File: config.mk
export PLATFORM = sky130hd
export DESIGN_NAME = typed_parameter_stream_parser
export DESIGN_NICKNAME = d
export VERILOG_FILES = /design/src/hw/rtl/tlvp_pkg.sv /design/src/hw/rtl/tlvp_in_stage.sv /design/src/hw/rtl/tlvp_parser.sv /design/src/hw/rtl/tlvp_out_stage.sv /design/src/hw/rtl/typed_parameter_stream_parser.sv
export SDC_FILE = /design/constraint.sdc
export NUM_CORES = 1
export LEC_CHECK = 0
export BUFFER_PORTS_ARGS = -buffer_cell sky130_fd_sc_hd__buf_2
export CELL_PAD_IN_SITES_DETAIL_PLACEMENT = 0
export CELL_PAD_IN_SITES_GLOBAL_PLACEMENT = 1
export CORE_ASPECT_RATIO = 2
export CORE_MARGIN = 4
export CORE_UTILIZATION = 25
export DETAILED_ROUTE_END_ITERATION = 10
export PLACE_DENSITY_LB_ADDON = 0.1
export SLEW_MARGIN = 20
export SYNTH_ARGS = -nofsm -noshare
export SYNTH_HDL_FRONTEND = slang
export SYNTH_SLANG_ARGS = --single-unit
File: constraint.sdc
create_clock -name clk -period 10.6 [get_ports clk]
set_input_delay 0 -clock clk [delete_from_list [all_inputs] [get_ports clk]]
set_output_delay 0 -clock clk [all_outputs]
set_load 0.05 [all_outputs]
File: src/hw/rtl/tlvp_pkg.sv
// shared types, codes and constants of the typed parameter stream parser
package tlvp_pkg;

	typedef struct packed {
		logic [7:0] data_byte;
		logic       end_of_payload;
	} byte_item_t;

	typedef struct packed {
		logic [2:0]  field_kind;
		logic [63:0] field_value;
		logic [3:0]  field_slot;
		logic [15:0] string_offset;
		logic [15:0] string_length;
		logic [2:0]  status;
		logic        final_res;
	} field_item_t;

	localparam int unsigned DEF_MAX_PER_KIND  = 16;
	localparam int unsigned MAX_PAYLOAD_BYTES = 65536;
	localparam int unsigned NUM_KINDS         = 5;

	// field kinds
	localparam logic [2:0] KIND_NONE   = 3'd0;
	localparam logic [2:0] KIND_INT    = 3'd1;
	localparam logic [2:0] KIND_FLOAT  = 3'd2;
	localparam logic [2:0] KIND_DOUBLE = 3'd3;
	localparam logic [2:0] KIND_STRING = 3'd4;
	localparam logic [2:0] KIND_PTR    = 3'd5;
	localparam logic [2:0] KIND_BLOB   = 3'd6;

	// status codes
	localparam logic [2:0] ST_OK        = 3'd0;
	localparam logic [2:0] ST_TRUNCATED = 3'd1;
	localparam logic [2:0] ST_BAD_TAG   = 3'd2;
	localparam logic [2:0] ST_BAD_PTR   = 3'd3;
	localparam logic [2:0] ST_TOO_MANY  = 3'd4;
	localparam logic [2:0] ST_TOO_LONG  = 3'd5;

	// type tags (ascii)
	localparam logic [7:0] TAG_INT    = 8'h69;
	localparam logic [7:0] TAG_FLOAT  = 8'h66;
	localparam logic [7:0] TAG_DOUBLE = 8'h64;
	localparam logic [7:0] TAG_STRING = 8'h73;
	localparam logic [7:0] TAG_PTR    = 8'h70;
	localparam logic [7:0] TAG_BLOB   = 8'h62;

	// accepted pointer windows, upper bounds exclusive
	localparam logic [31:0] PTR_A_LO = 32'h8000_0000;
	localparam logic [31:0] PTR_A_HI = 32'h8180_0000;
	localparam logic [31:0] PTR_B_LO = 32'h9000_0000;
	localparam logic [31:0] PTR_B_HI = 32'h9400_0000;

	// counter slot of a counted kind
	function automatic logic [2:0] kind_index(input logic [2:0] kind);
		logic [2:0] idx;
		case (kind)
			KIND_INT:    idx = 3'd0;
			KIND_FLOAT:  idx = 3'd1;
			KIND_DOUBLE: idx = 3'd2;
			KIND_STRING: idx = 3'd3;
			KIND_PTR:    idx = 3'd4;
			default:     idx = 3'd0;
		endcase
		return idx;
	endfunction

endpackage

File: src/hw/rtl/tlvp_in_stage.sv
// input register stage holding one accepted payload byte
module tlvp_in_stage (
	input  logic                  clk,
	input  logic                  arst_n,
	input  logic                  byte_valid,
	output logic                  byte_ready,
	input  tlvp_pkg::byte_item_t  byte_item,
	input  logic                  take,
	output logic                  valid_s1,
	output tlvp_pkg::byte_item_t  item_s1
);

	// room when empty or when the held byte moves on this cycle
	assign byte_ready = !valid_s1 || take;

	always_ff @(posedge clk or negedge arst_n) begin
		if (!arst_n) begin
			valid_s1 <= 1'b0;
		end else if (byte_ready) begin
			valid_s1 <= byte_valid;
		end
	end

	always_ff @(posedge clk) begin
		if (byte_valid && byte_ready) begin
			item_s1 <= byte_item;
		end
	end

endmodule

File: src/hw/rtl/tlvp_parser.sv
// parse state and single-pass decode of one byte into at most one result
module tlvp_parser #(
	parameter int unsigned MAX_PER_KIND = tlvp_pkg::DEF_MAX_PER_KIND
) (
	input  logic                   clk,
	input  logic                   arst_n,
	input  logic                   step,
	input  tlvp_pkg::byte_item_t   item,
	output tlvp_pkg::field_item_t  result,
	output logic                   have
);

	localparam int unsigned CNT_W = $clog2(MAX_PER_KIND + 1);
	localparam logic [CNT_W-1:0] CNT_MAX = CNT_W'(MAX_PER_KIND);
	localparam logic [15:0] LAST_POS = 16'(tlvp_pkg::MAX_PAYLOAD_BYTES - 1);

	typedef enum logic [2:0] {
		PH_TAG,
		PH_LEN_HI,
		PH_LEN_LO,
		PH_VALUE,
		PH_BODY
	} phase_t;

	phase_t           phase_q, phase_n;
	logic [2:0]       kind_q, kind_n;
	logic [63:0]      acc_q, acc_n;
	logic [15:0]      rem_q, rem_n;
	logic [15:0]      pos_q, pos_n;
	logic [15:0]      sstart_q, sstart_n;
	logic [CNT_W-1:0] cnt_q [tlvp_pkg::NUM_KINDS];
	logic [CNT_W-1:0] cnt_n [tlvp_pkg::NUM_KINDS];
	logic             err_q, err_n;

	logic             do_finish;
	logic             ptr_ok;
	logic [2:0]       kidx;
	logic [CNT_W-1:0] slot;
	logic [7:0]       b;

	function automatic tlvp_pkg::field_item_t status_only(input logic [2:0] st);
		tlvp_pkg::field_item_t r;
		r = '0;
		r.status = st;
		r.final_res = 1'b1;
		return r;
	endfunction

	assign b = item.data_byte;
	assign kidx = tlvp_pkg::kind_index(kind_q);
	assign slot = cnt_q[kidx];

	always_comb begin
		phase_n = phase_q;
		kind_n = kind_q;
		acc_n = acc_q;
		rem_n = rem_q;
		sstart_n = sstart_q;
		cnt_n = cnt_q;
		err_n = err_q;
		pos_n = pos_q + 16'd1;
		result = '0;
		have = 1'b0;
		do_finish = 1'b0;
		ptr_ok = 1'b0;

		if (!err_q) begin
			unique case (phase_q)
				PH_TAG: begin
					acc_n = '0;
					case (b)
						tlvp_pkg::TAG_INT: begin
							kind_n = tlvp_pkg::KIND_INT;
							rem_n = 16'd4;
							phase_n = PH_VALUE;
						end
						tlvp_pkg::TAG_FLOAT: begin
							kind_n = tlvp_pkg::KIND_FLOAT;
							rem_n = 16'd4;
							phase_n = PH_VALUE;
						end
						tlvp_pkg::TAG_DOUBLE: begin
							kind_n = tlvp_pkg::KIND_DOUBLE;
							rem_n = 16'd8;
							phase_n = PH_VALUE;
						end
						tlvp_pkg::TAG_PTR: begin
							kind_n = tlvp_pkg::KIND_PTR;
							rem_n = 16'd4;
							phase_n = PH_VALUE;
						end
						tlvp_pkg::TAG_STRING: begin
							kind_n = tlvp_pkg::KIND_STRING;
							phase_n = PH_LEN_HI;
						end
						tlvp_pkg::TAG_BLOB: begin
							kind_n = tlvp_pkg::KIND_BLOB;
							phase_n = PH_LEN_HI;
						end
						default: begin
							result = status_only(tlvp_pkg::ST_BAD_TAG);
							have = 1'b1;
							err_n = 1'b1;
						end
					endcase
				end
				PH_LEN_HI: begin
					acc_n = {56'd0, b};
					phase_n = PH_LEN_LO;
				end
				PH_LEN_LO: begin
					acc_n = {48'd0, acc_q[7:0], b};
					sstart_n = pos_q + 16'd1;
					rem_n = {acc_q[7:0], b};
					if (rem_n == 16'd0) begin
						phase_n = PH_TAG;
						do_finish = (kind_q == tlvp_pkg::KIND_STRING);
					end else begin
						phase_n = PH_BODY;
					end
				end
				PH_VALUE: begin
					acc_n = {acc_q[55:0], b};
					rem_n = rem_q - 16'd1;
					if (rem_n == 16'd0) begin
						phase_n = PH_TAG;
						do_finish = 1'b1;
					end
				end
				PH_BODY: begin
					rem_n = rem_q - 16'd1;
					if (rem_n == 16'd0) begin
						phase_n = PH_TAG;
						do_finish = (kind_q == tlvp_pkg::KIND_STRING);
					end
				end
			endcase

			// completed value or string
			if (do_finish) begin
				ptr_ok = (acc_n[31:0] >= tlvp_pkg::PTR_A_LO && acc_n[31:0] < tlvp_pkg::PTR_A_HI) ||
					(acc_n[31:0] >= tlvp_pkg::PTR_B_LO && acc_n[31:0] < tlvp_pkg::PTR_B_HI);
				have = 1'b1;
				if (kind_q == tlvp_pkg::KIND_PTR && !ptr_ok) begin
					result = status_only(tlvp_pkg::ST_BAD_PTR);
					err_n = 1'b1;
				end else if (slot >= CNT_MAX) begin
					result = status_only(tlvp_pkg::ST_TOO_MANY);
					err_n = 1'b1;
				end else begin
					cnt_n[kidx] = slot + CNT_W'(1);
					result.field_kind = kind_q;
					result.field_slot = 4'(slot);
					result.status = tlvp_pkg::ST_OK;
					if (kind_q == tlvp_pkg::KIND_STRING) begin
						result.string_offset = sstart_n;
						result.string_length = acc_n[15:0];
					end else begin
						result.field_value = acc_n;
					end
				end
			end

			// end of payload and length limit
			if (!err_n) begin
				if (item.end_of_payload) begin
					if (phase_n != PH_TAG) begin
						result = status_only(tlvp_pkg::ST_TRUNCATED);
						have = 1'b1;
						err_n = 1'b1;
					end else if (!have) begin
						result = status_only(tlvp_pkg::ST_OK);
						have = 1'b1;
					end else begin
						result.final_res = 1'b1;
					end
				end else if (pos_q == LAST_POS) begin
					result = status_only(tlvp_pkg::ST_TOO_LONG);
					have = 1'b1;
					err_n = 1'b1;
				end
			end
		end
	end

	always_ff @(posedge clk or negedge arst_n) begin
		if (!arst_n) begin
			phase_q <= PH_TAG;
			kind_q <= tlvp_pkg::KIND_NONE;
			acc_q <= '0;
			rem_q <= '0;
			pos_q <= '0;
			sstart_q <= '0;
			err_q <= 1'b0;
			for (int i = 0; i < tlvp_pkg::NUM_KINDS; i++) begin
				cnt_q[i] <= '0;
			end
		end else if (step) begin
			if (item.end_of_payload) begin
				// back to the start for the next payload
				phase_q <= PH_TAG;
				kind_q <= tlvp_pkg::KIND_NONE;
				acc_q <= '0;
				rem_q <= '0;
				pos_q <= '0;
				sstart_q <= '0;
				err_q <= 1'b0;
				for (int i = 0; i < tlvp_pkg::NUM_KINDS; i++) begin
					cnt_q[i] <= '0;
				end
			end else begin
				phase_q <= phase_n;
				kind_q <= kind_n;
				acc_q <= acc_n;
				rem_q <= rem_n;
				pos_q <= pos_n;
				sstart_q <= sstart_n;
				err_q <= err_n;
				cnt_q <= cnt_n;
			end
		end
	end

endmodule

File: src/hw/rtl/tlvp_out_stage.sv
// result register toward the receiver
module tlvp_out_stage (
	input  logic                   clk,
	input  logic                   arst_n,
	input  logic                   step,
	input  logic                   have,
	input  tlvp_pkg::field_item_t  result,
	output logic                   field_valid,
	input  logic                   field_ready,
	output tlvp_pkg::field_item_t  field_item,
	output logic                   free
);

	// can load when empty or when the held result leaves this cycle
	assign free = !field_valid || field_ready;

	always_ff @(posedge clk or negedge arst_n) begin
		if (!arst_n) begin
			field_valid <= 1'b0;
		end else if (free) begin
			field_valid <= step && have;
		end
	end

	always_ff @(posedge clk) begin
		if (step && have) begin
			field_item <= result;
		end
	end

endmodule

File: src/hw/rtl/typed_parameter_stream_parser.sv
// top level of the typed parameter stream parser
//
// usage: payload bytes come in on the byte channel (byte_valid, byte_ready,
// byte_item), one request per byte, with end_of_payload set on the last one.
// results leave on the field channel (field_valid, field_ready, field_item):
// at most one per byte, for a finished int, float, double, pointer or string,
// for the end of the payload, or for the first error, which ends the parse.
// bytes after an error are swallowed without results up to the payload end.
// path: a byte taken into the input register is decoded into the result
// register, from which the receiver takes its result; the decode waits while
// the result register is full. throughput: one byte per cycle while results
// are taken, set by the single decode pass between the two registers; one
// more byte is taken while a result waits.
// when the receiver stalls, the result register holds and the input register
// fills, then byte_ready drops until the result is taken.
// reset: arst_n clears the valid flags of both registers, returns the parse
// state to tag expected and zeroes all counts, as each last byte also does.
module typed_parameter_stream_parser #(
	parameter int unsigned MAX_PER_KIND = tlvp_pkg::DEF_MAX_PER_KIND
) (
	input  logic                   clk,
	input  logic                   arst_n,
	input  logic                   byte_valid,
	output logic                   byte_ready,
	input  tlvp_pkg::byte_item_t   byte_item,
	output logic                   field_valid,
	input  logic                   field_ready,
	output tlvp_pkg::field_item_t  field_item
);

	logic                  valid_s1;
	tlvp_pkg::byte_item_t  item_s1;
	logic                  out_free;
	logic                  step;
	logic                  have;
	tlvp_pkg::field_item_t result;

	// a held byte is decoded when the result register can take its result
	assign step = valid_s1 && out_free;

	// input register
	tlvp_in_stage u_in_stage (
		.clk        (clk),
		.arst_n     (arst_n),
		.byte_valid (byte_valid),
		.byte_ready (byte_ready),
		.byte_item  (byte_item),
		.take       (step),
		.valid_s1   (valid_s1),
		.item_s1    (item_s1)
	);

	// parse state and decode
	tlvp_parser #(
		.MAX_PER_KIND (MAX_PER_KIND)
	) u_parser (
		.clk    (clk),
		.arst_n (arst_n),
		.step   (step),
		.item   (item_s1),
		.result (result),
		.have   (have)
	);

	// result register
	tlvp_out_stage u_out_stage (
		.clk         (clk),
		.arst_n      (arst_n),
		.step        (step),
		.have        (have),
		.result      (result),
		.field_valid (field_valid),
		.field_ready (field_ready),
		.field_item  (field_item),
		.free        (out_free)
	);

endmodule
# After elaboration in Yosys (flattened, before gate mapping)
# Index checks and enable logic that the tools add are counted.
dict set report word_totals {
  elab_cells 152
  output_inout_bits 109
  register_bits 262
  input_bits 13
}
dict set report classes {
  magnitude_cmp 7
  eq_ne 19
  reduce_logical 30
  muxes 69
  n_addsub 3
  bitwise_logic 1
}
# cell n
set op_table {}
lappend op_table {{2-to-1 mux 107 bit} 7}
lappend op_table {{2-to-1 mux 64 bit} 4}
lappend op_table {{one-hot mux 64 bit (4 select lines)} 1}
lappend op_table {{2-to-1 mux 106 bit} 2}
lappend op_table {{2-to-1 mux 25 bit} 5}
lappend op_table {{2-to-1 mux 16 bit} 6}
lappend op_table {{greater-or-equal comparator 32 bit (second input constant)} 2}
lappend op_table {{less-than comparator 32 bit (second input constant)} 2}
lappend op_table {{== test 8 x 7 -> 1 bit (second input constant)} 6}
lappend op_table {{one-hot mux 16 bit (3 select lines)} 1}
lappend op_table {{logical NOT 16 bit} 2}
lappend op_table {{2-to-1 mux 32 bit} 1}
lappend op_table {{one-hot mux 16 bit (2 select lines)} 1}
lappend op_table {{2-to-1 mux 3 bit} 9}
lappend op_table {{bitwise mux 25 bit} 1}
lappend op_table {{one-hot mux 3 bit (4 select lines)} 2}
lappend op_table {{2-to-1 mux 1 bit} 21}
lappend op_table {{one-hot mux 3 bit (6 select lines)} 1}
lappend op_table {{adder 16 x 1 -> 16 bit (second input constant)} 1}
lappend op_table {{== test 16 bit (second input constant)} 1}
lappend op_table {{subtractor 16 x 1 -> 16 bit (second input constant)} 1}
lappend op_table {{binary-select mux 5 bit (select 3 bit)} 1}
lappend op_table {{demux 5 bit (select 3 bit)} 1}
lappend op_table {{2-to-1 mux 5 bit} 3}
lappend op_table {{other kinds (27)} 47}

# Logic depth before layout (Yosys ltp)
dict set report logic_depth {
  word_depth 14
  mapped_depth 13
  depth_no_buf 10
}

# Modules after synthesis
# A second synthesis with hierarchy kept.
dict set report unflattened {
  cells_unflattened 1123
  hier_area_um2 12887.4
}
# mod area_per_inst_um2 seq_area_each_um2 cells_each instances
set modules_own_cells {}
lappend modules_own_cells {tlvp_parser 9291.4 3603.5 997 1}
lappend modules_own_cells {tlvp_out_stage 3265.6 3238.1 112 1}
lappend modules_own_cells {tlvp_in_stage 324.1 295.3 13 1}
lappend modules_own_cells {typed_parameter_stream_parser 6.3 0.0 1 1}

# Worst setup path after synthesis
# OpenSTA, ideal clock, no wires.
dict set report synth_path {
  path_kind {register to register}
  from {register u_parser.rem_q[4]}
  to {register u_out_stage.field_item[0] (netlist name)}
  required_time_ps 9832
  path_stages_with_launch 8
  setup_time_ps 768
  t_arrival_ps 10296
  slack_ps -464
  n_path_buf 1
  period_less_slack_ps 11064
  cell_sequence {dfrtp_1 -> buf_2 -> or4_4 -> o41ai_2 -> o311ai_1 -> nor4b_4 -> a41oi_4 -> a311oi_1}
}
dict set report synth_between {
  elab_chain_len 12
  elab_cells_between_ends 15
  cone_classes {add/sub (1); mux (12); reduce/logical (2)}
}
# element line
set synth_rtl {}
lappend synth_rtl {{start, declared} tlvp_parser.sv:28} ;# logic [15:0] rem_q, rem_n;
lappend synth_rtl {{start signal, assigned} tlvp_parser.sv:215} ;# rem_q <= rem_n;
lappend synth_rtl {{subtractor 16 x 1 -> 16 bit (*)} {tlvp_parser.sv:124, tlvp_parser.sv:131}}
lappend synth_rtl {{logical NOT 16 bit (*)} {tlvp_parser.sv:125, tlvp_parser.sv:132}}
lappend synth_rtl {{2-to-1 mux 1 bit, on equally long branches} {tlvp_parser.sv:132, tlvp_parser.sv:125}}
lappend synth_rtl {{one-hot mux 1 bit (3 select lines) (*)} tlvp_parser.sv:68} ;# unique case (phase_q)
lappend synth_rtl {{2-to-1 mux 1 bit (*)} tlvp_parser.sv:67} ;# if (!err_q) begin
lappend synth_rtl {{2-to-1 mux 1 bit} tlvp_parser.sv:140} ;# if (do_finish) begin
lappend synth_rtl {{2-to-1 mux 1 bit} tlvp_parser.sv:67}
lappend synth_rtl {{2-to-1 mux 1 bit} tlvp_parser.sv:177} ;# end else if (pos_q == LAST_POS) begin
lappend synth_rtl {{2-to-1 mux 1 bit} tlvp_parser.sv:166} ;# if (item.end_of_payload) begin
lappend synth_rtl {{2-to-1 mux 1 bit (*)} tlvp_parser.sv:165} ;# if (!err_n) begin
lappend synth_rtl {{2-to-1 mux 1 bit (*)} tlvp_parser.sv:67}
lappend synth_rtl {{logical AND 1 bit (*)} tlvp_out_stage.sv:26} ;# if (step && have) begin
# Every way passes the cells marked *; elsewhere a longest branch is shown, timed or not. The select of a mux whose other input is x is not followed.
# A chain may end at the register's enable or synchronous reset.

# Worst setup path in the final report
dict set report layout_path {
  from {register u_parser.phase_q[1]}
  to {register u_out_stage.field_item[55] (netlist name)}
}
dict set report layout_between {
  elab_chain_len 14
  elab_cells_between_ends 40
  cone_classes {order compare (4); eq/ne (4); mux (24); reduce/logical (8)}
}
# element line
set layout_rtl {}
lappend layout_rtl {{start, declared} tlvp_parser.sv:25} ;# phase_t phase_q, phase_n;
lappend layout_rtl {{start signal, assigned} tlvp_parser.sv:212} ;# phase_q <= phase_n;
lappend layout_rtl {{== test 3 x 2 -> 1 bit (tied with other cells)} tlvp_parser.sv:68}
lappend layout_rtl {{one-hot mux 64 bit (4 select lines)} tlvp_parser.sv:68}
lappend layout_rtl {{2-to-1 mux 64 bit} tlvp_parser.sv:67}
lappend layout_rtl {{greater-or-equal comparator 32 bit (tied with other cells)} tlvp_parser.sv:141} ;# ptr_ok = (acc_n[31:0] >= tlvp_pkg::PTR_A_LO && acc_n[31:0] < tlvp_pkg::PTR_A_HI) ||
lappend layout_rtl {{logical AND 1 bit, on equally long branches} {tlvp_parser.sv:141, tlvp_parser.sv:142}}
lappend layout_rtl {{logical OR 1 bit} tlvp_parser.sv:141}
lappend layout_rtl {{logical NOT 1 bit} tlvp_parser.sv:144} ;# if (kind_q == tlvp_pkg::KIND_PTR && !ptr_ok) begin
lappend layout_rtl {{logical AND 1 bit} tlvp_parser.sv:144}
lappend layout_rtl {{2-to-1 mux 107 bit} tlvp_parser.sv:144}
lappend layout_rtl {{2-to-1 mux 107 bit} tlvp_parser.sv:140}
lappend layout_rtl {{2-to-1 mux 106 bit} tlvp_parser.sv:171} ;# end else if (!have) begin
lappend layout_rtl {{2-to-1 mux 107 bit} tlvp_parser.sv:167} ;# if (phase_n != PH_TAG) begin
lappend layout_rtl {{2-to-1 mux 107 bit} tlvp_parser.sv:166}
lappend layout_rtl {{2-to-1 mux 107 bit (*)} tlvp_parser.sv:165}
# Marks and branches as above.

==> results.md <==
* Outcome: finished clean
* Cell mode on critical path: buf_4
* Vias per std cell at 4.99
* Final worst path period need at 4.91 ns
* Largest stage delay, worst path at around 0.75 ns
* Drt drc at 0
* GR Layer Usage met1 at 0.166
* Post-synth top area share at 0.289
* CP Capture Type: flop
* Synthesis-stage register bit count at approximately 260
* Post-CTS setup buffer count at 0
* Met2 usage at 0.293
* Ant diodes at 0
* Clk Latency, worst-skew pair at 0.57 ns
* Critical path class: flop to flop
* Setup repair after global routing missed its margin: no
* Synth area leader: dfrtp_1
* Die footprint at 54500 um2
* Chip Height at 326 um
* Share of layout cells above drive strength 1 at 0.235
* TritonCTS Buffers at 28
* Area Growth Syn to Fin at 18.0%
* Hold Path Sink: u_in_stage.item_s1[8]$_DFFE_PP_
* GPL Wtd Cong at 0.755
* Avg Inst Size Synth at around 11 um2
* Io pins at 122
* Fin Clk Skew at between 0.015 and 0.02 ns
* Number of global-route vias before repair at 9792
* Core Area at approximately 50000 um2
* Final worst slack at 5.69 ns
* Worst r2r dst: u_out_stage.field_item[55]$_SDFFCE_PP0P_
* Sequential share of the synthesized area at 0.564
* GR peak layer: met2
* Reg2Reg Depth at 11
* Max transition margin at 0.343
* Final Cycle Share at 0.463
* Mapped cell area at approximately 13000 um2
* Total number of yosys warnings at 0
* Hold Worst Slack at about 0.15 ns
* CP Launch Type: flop
* Power density over the cells at 199 nW/um2
* Max Slew Vio Count at 0
* Number of port buffers at approximately 120
* R2R Path Start: u_parser.phase_q[1]$_DFFE_PN0P_
* Crit path DAT at 5.18 ns
* H-tree level count at 1
* Final WL at 42300 um
* Slowest-stage cell, CP: and3b_1
* Gr ovfl total at 0
* Post-synth EDFFs at 116
* Die W at 167 um
* Max clock buf depth at 3
* Total GRT Usage at 0.151
* Post-Route Setup TNS at 0 ns
* Largest net degree at the start of global routing at 91
* Initial Utilization at 0.253
* Max VDD drop at 93.0 uV
* Met3 GRT Util at 0.0170
* Clock-pin slew on the worst setup and hold paths at 0.06 ns
* Hold wc startpoint: byte_item[8]
* Antenna-violating nets left at 0
* Detailed Route Iter0 Violations at 399
* Slew at the pin with the worst max-slew slack at 0.985 ns
* Post-synth cell types at 67
* CTS tree: done
* # rows at 116
* CTS root buf: clkbuf_16
* Worst EP required at 10.87 ns
* Final Hold Fails at 0
* Num Clock Sinks at 262
* Max-Cap Viols at 0
* Critical path cell sequence: and3b_1 > buf_4 > a22oi_1 > a221oi_1 > o31ai_1 > and2_1 > nor2b_4 > o311ai_4 > buf_4 > buf_4 > nor3_1
* P_leak at roughly 5.4 nW
* Worst min path class: primary input to flop
* Flop2flop setup slack at 5.69 ns
* Layout Utilization at 0.298
* Synth area leaders: dfrtp_1 (29%), edfxtp_1 (28%), nor3_2 (5.2%)
* Syn nets at around 1100
* Syn Inst Count at 1111
* Pre-CTS setup slack at 5.74 ns
* Max frequency at approximately 200 MHz
* WL per Instance at 22.6 um
* Top delay family on crit path: buffers and inverters
* First-pass GRT wire length at 64400 um
* Hold-critical path depth at 2
* Worst path bufs/invs at 3
* Most frequent cells in the layout: dfrtp_1 (145), buf_2 (120), edfxtp_1 (116)
* Drt pass-1 iters at 5
* DPL Wire Length at ~29000 um
* Critical Path Fanout Max at 45
* Main flop type after synthesis: dfrtp_1
* Async SR Flop Fraction at 0.557
* Vias at 9348
* Final setup violation count at 0
* Final #Nets at 1220
* Gates resized, CTS repair at 0
* Initial antenna violation count at 0
* Commonest non-fill, non-tap cell in the layout: dfrtp_1
==> through the flow <==
| stage | area [um2] | power (mW) | std cells |
|---|---|---|---|
| 6_report | 14900 | 2.97 | 1874 |
| 5_1_grt | 14900 | 3.12 | 1874 |
| 4_1_cts | 14900 | 3.04 | 1874 |
| 3_5_place_dp | 13900 | 2.01 | 1807 |
| 3_3_place_gp | 13900 | 2.01 | 1807 |
| 2_1_floorplan | 12700 | 1.78 | 1111 |
==> cells in the mapped netlist (7+ instances only) <==
library cell,count
buf_6,8
xor2_1,14
a22oi_1,59
a22o_1,64
clkbuf_1,80
a221oi_1,8
nor4_1,10
edfxtp_1,116
nor3_1,43
nand3_1,17
o21ai_0,69
o2bb2ai_1,13
nand2_1,86
dfrtp_1,146
nor2_1,65
a21oi_1,48
inv_1,13
o22ai_1,7
and3_1,14
xnor2_1,13
a2111oi_2,11
nor3_2,66
mux2i_1,11
nor2b_1,9
o31ai_1,9
==> cell families (layout without fill, tap and decap cells) <==
family | Yosys count | in the layout | synth area share
compound gates | 328 | 328 | 0.192
buf+inv | 110 | 224 | 0.0378
mux | 12 | 12 | 0.00959
simple gates | 368 | 368 | 0.174
xor+xnor | 27 | 27 | 0.0187
fa+ha+maj | 4 | 4 | 0.00396
flops | 262 | 262 | 0.564
==> layout make-up <==
cell class | count | area (um2)
multi-input combinational | 739 | 5080
fill | 5214 | 35100
clock inverter | 13 | 115
timing repair buffer | 158 | 945
sequential | 262 | 7140
inverter | 14 | 52.6
clock buffer | 39 | 783
tap | 649 | 812
==> metal layers <==
layer  up-vias  wire length [um]
li1       4401                 -
met2       198             23400
met5         -                 0
met3        70              1290
met4         0              1730
met1      4679             15800
==> how the worst max path moves through the flow <==
| stage | slack [ns] | endpoint | start | cells past startpoint |
|---|---|---|---|---|
| global route | 5.37 | u_out_stage.field_item[55]$_SDFFCE_PP0P_ | u_parser.phase_q[0]$_DFFE_PN0P_ | 11 |
| finish | 5.69 | u_out_stage.field_item[55]$_SDFFCE_PP0P_ | u_parser.phase_q[1]$_DFFE_PN0P_ | 11 |
| detailed placement | 5.74 | u_out_stage.field_item[55]$_SDFFCE_PP0P_ | u_parser.phase_q[1]$_DFFE_PN0P_ | 11 |
| floorplan | 3.34 | u_out_stage.field_item[0]$_SDFFCE_PP0P_ | u_parser.rem_q[4]$_DFFE_PN0P_ | 7 |
| global placement | 5.79 | u_out_stage.field_item[54]$_SDFFCE_PP0P_ | u_parser.kind_q[0]$_DFFE_PN0P_ | 10 |
| CTS | 5.74 | u_out_stage.field_item[55]$_SDFFCE_PP0P_ | u_parser.phase_q[1]$_DFFE_PN0P_ | 11 |
==> power by group <==
group          total, mW  leakage [nW]  internal [mW]  switching (mW)
Combinational      0.750          1.86          0.156           0.593
Clock              0.994         0.436          0.563           0.431
Sequential          1.23          3.13           1.16          0.0666
Total               2.97          5.43           1.88            1.09
==> what timing repair did <==
item | 4_1_cts | 5_1_grt
setup endpoints to repair | 0 | 0
hold endpoints to repair | 60 | 0
hold buffers | 15 | 0
==> flip-flops by register name, summed over array words and instances, names as in the netlist <==
register                 cells
u_parser.pos_q              16
u_parser.phase_q             3
u_parser.sstart_q           16
u_parser.cnt_q              25
u_out_stage.field_valid      1
u_in_stage.item_s1           9
u_parser.kind_q              3
u_parser.rem_q              16
u_parser.acc_q              64
u_parser.err_q               1
u_out_stage.field_item     107
u_in_stage.valid_s1          1
(Power assumes the default switching activity.)
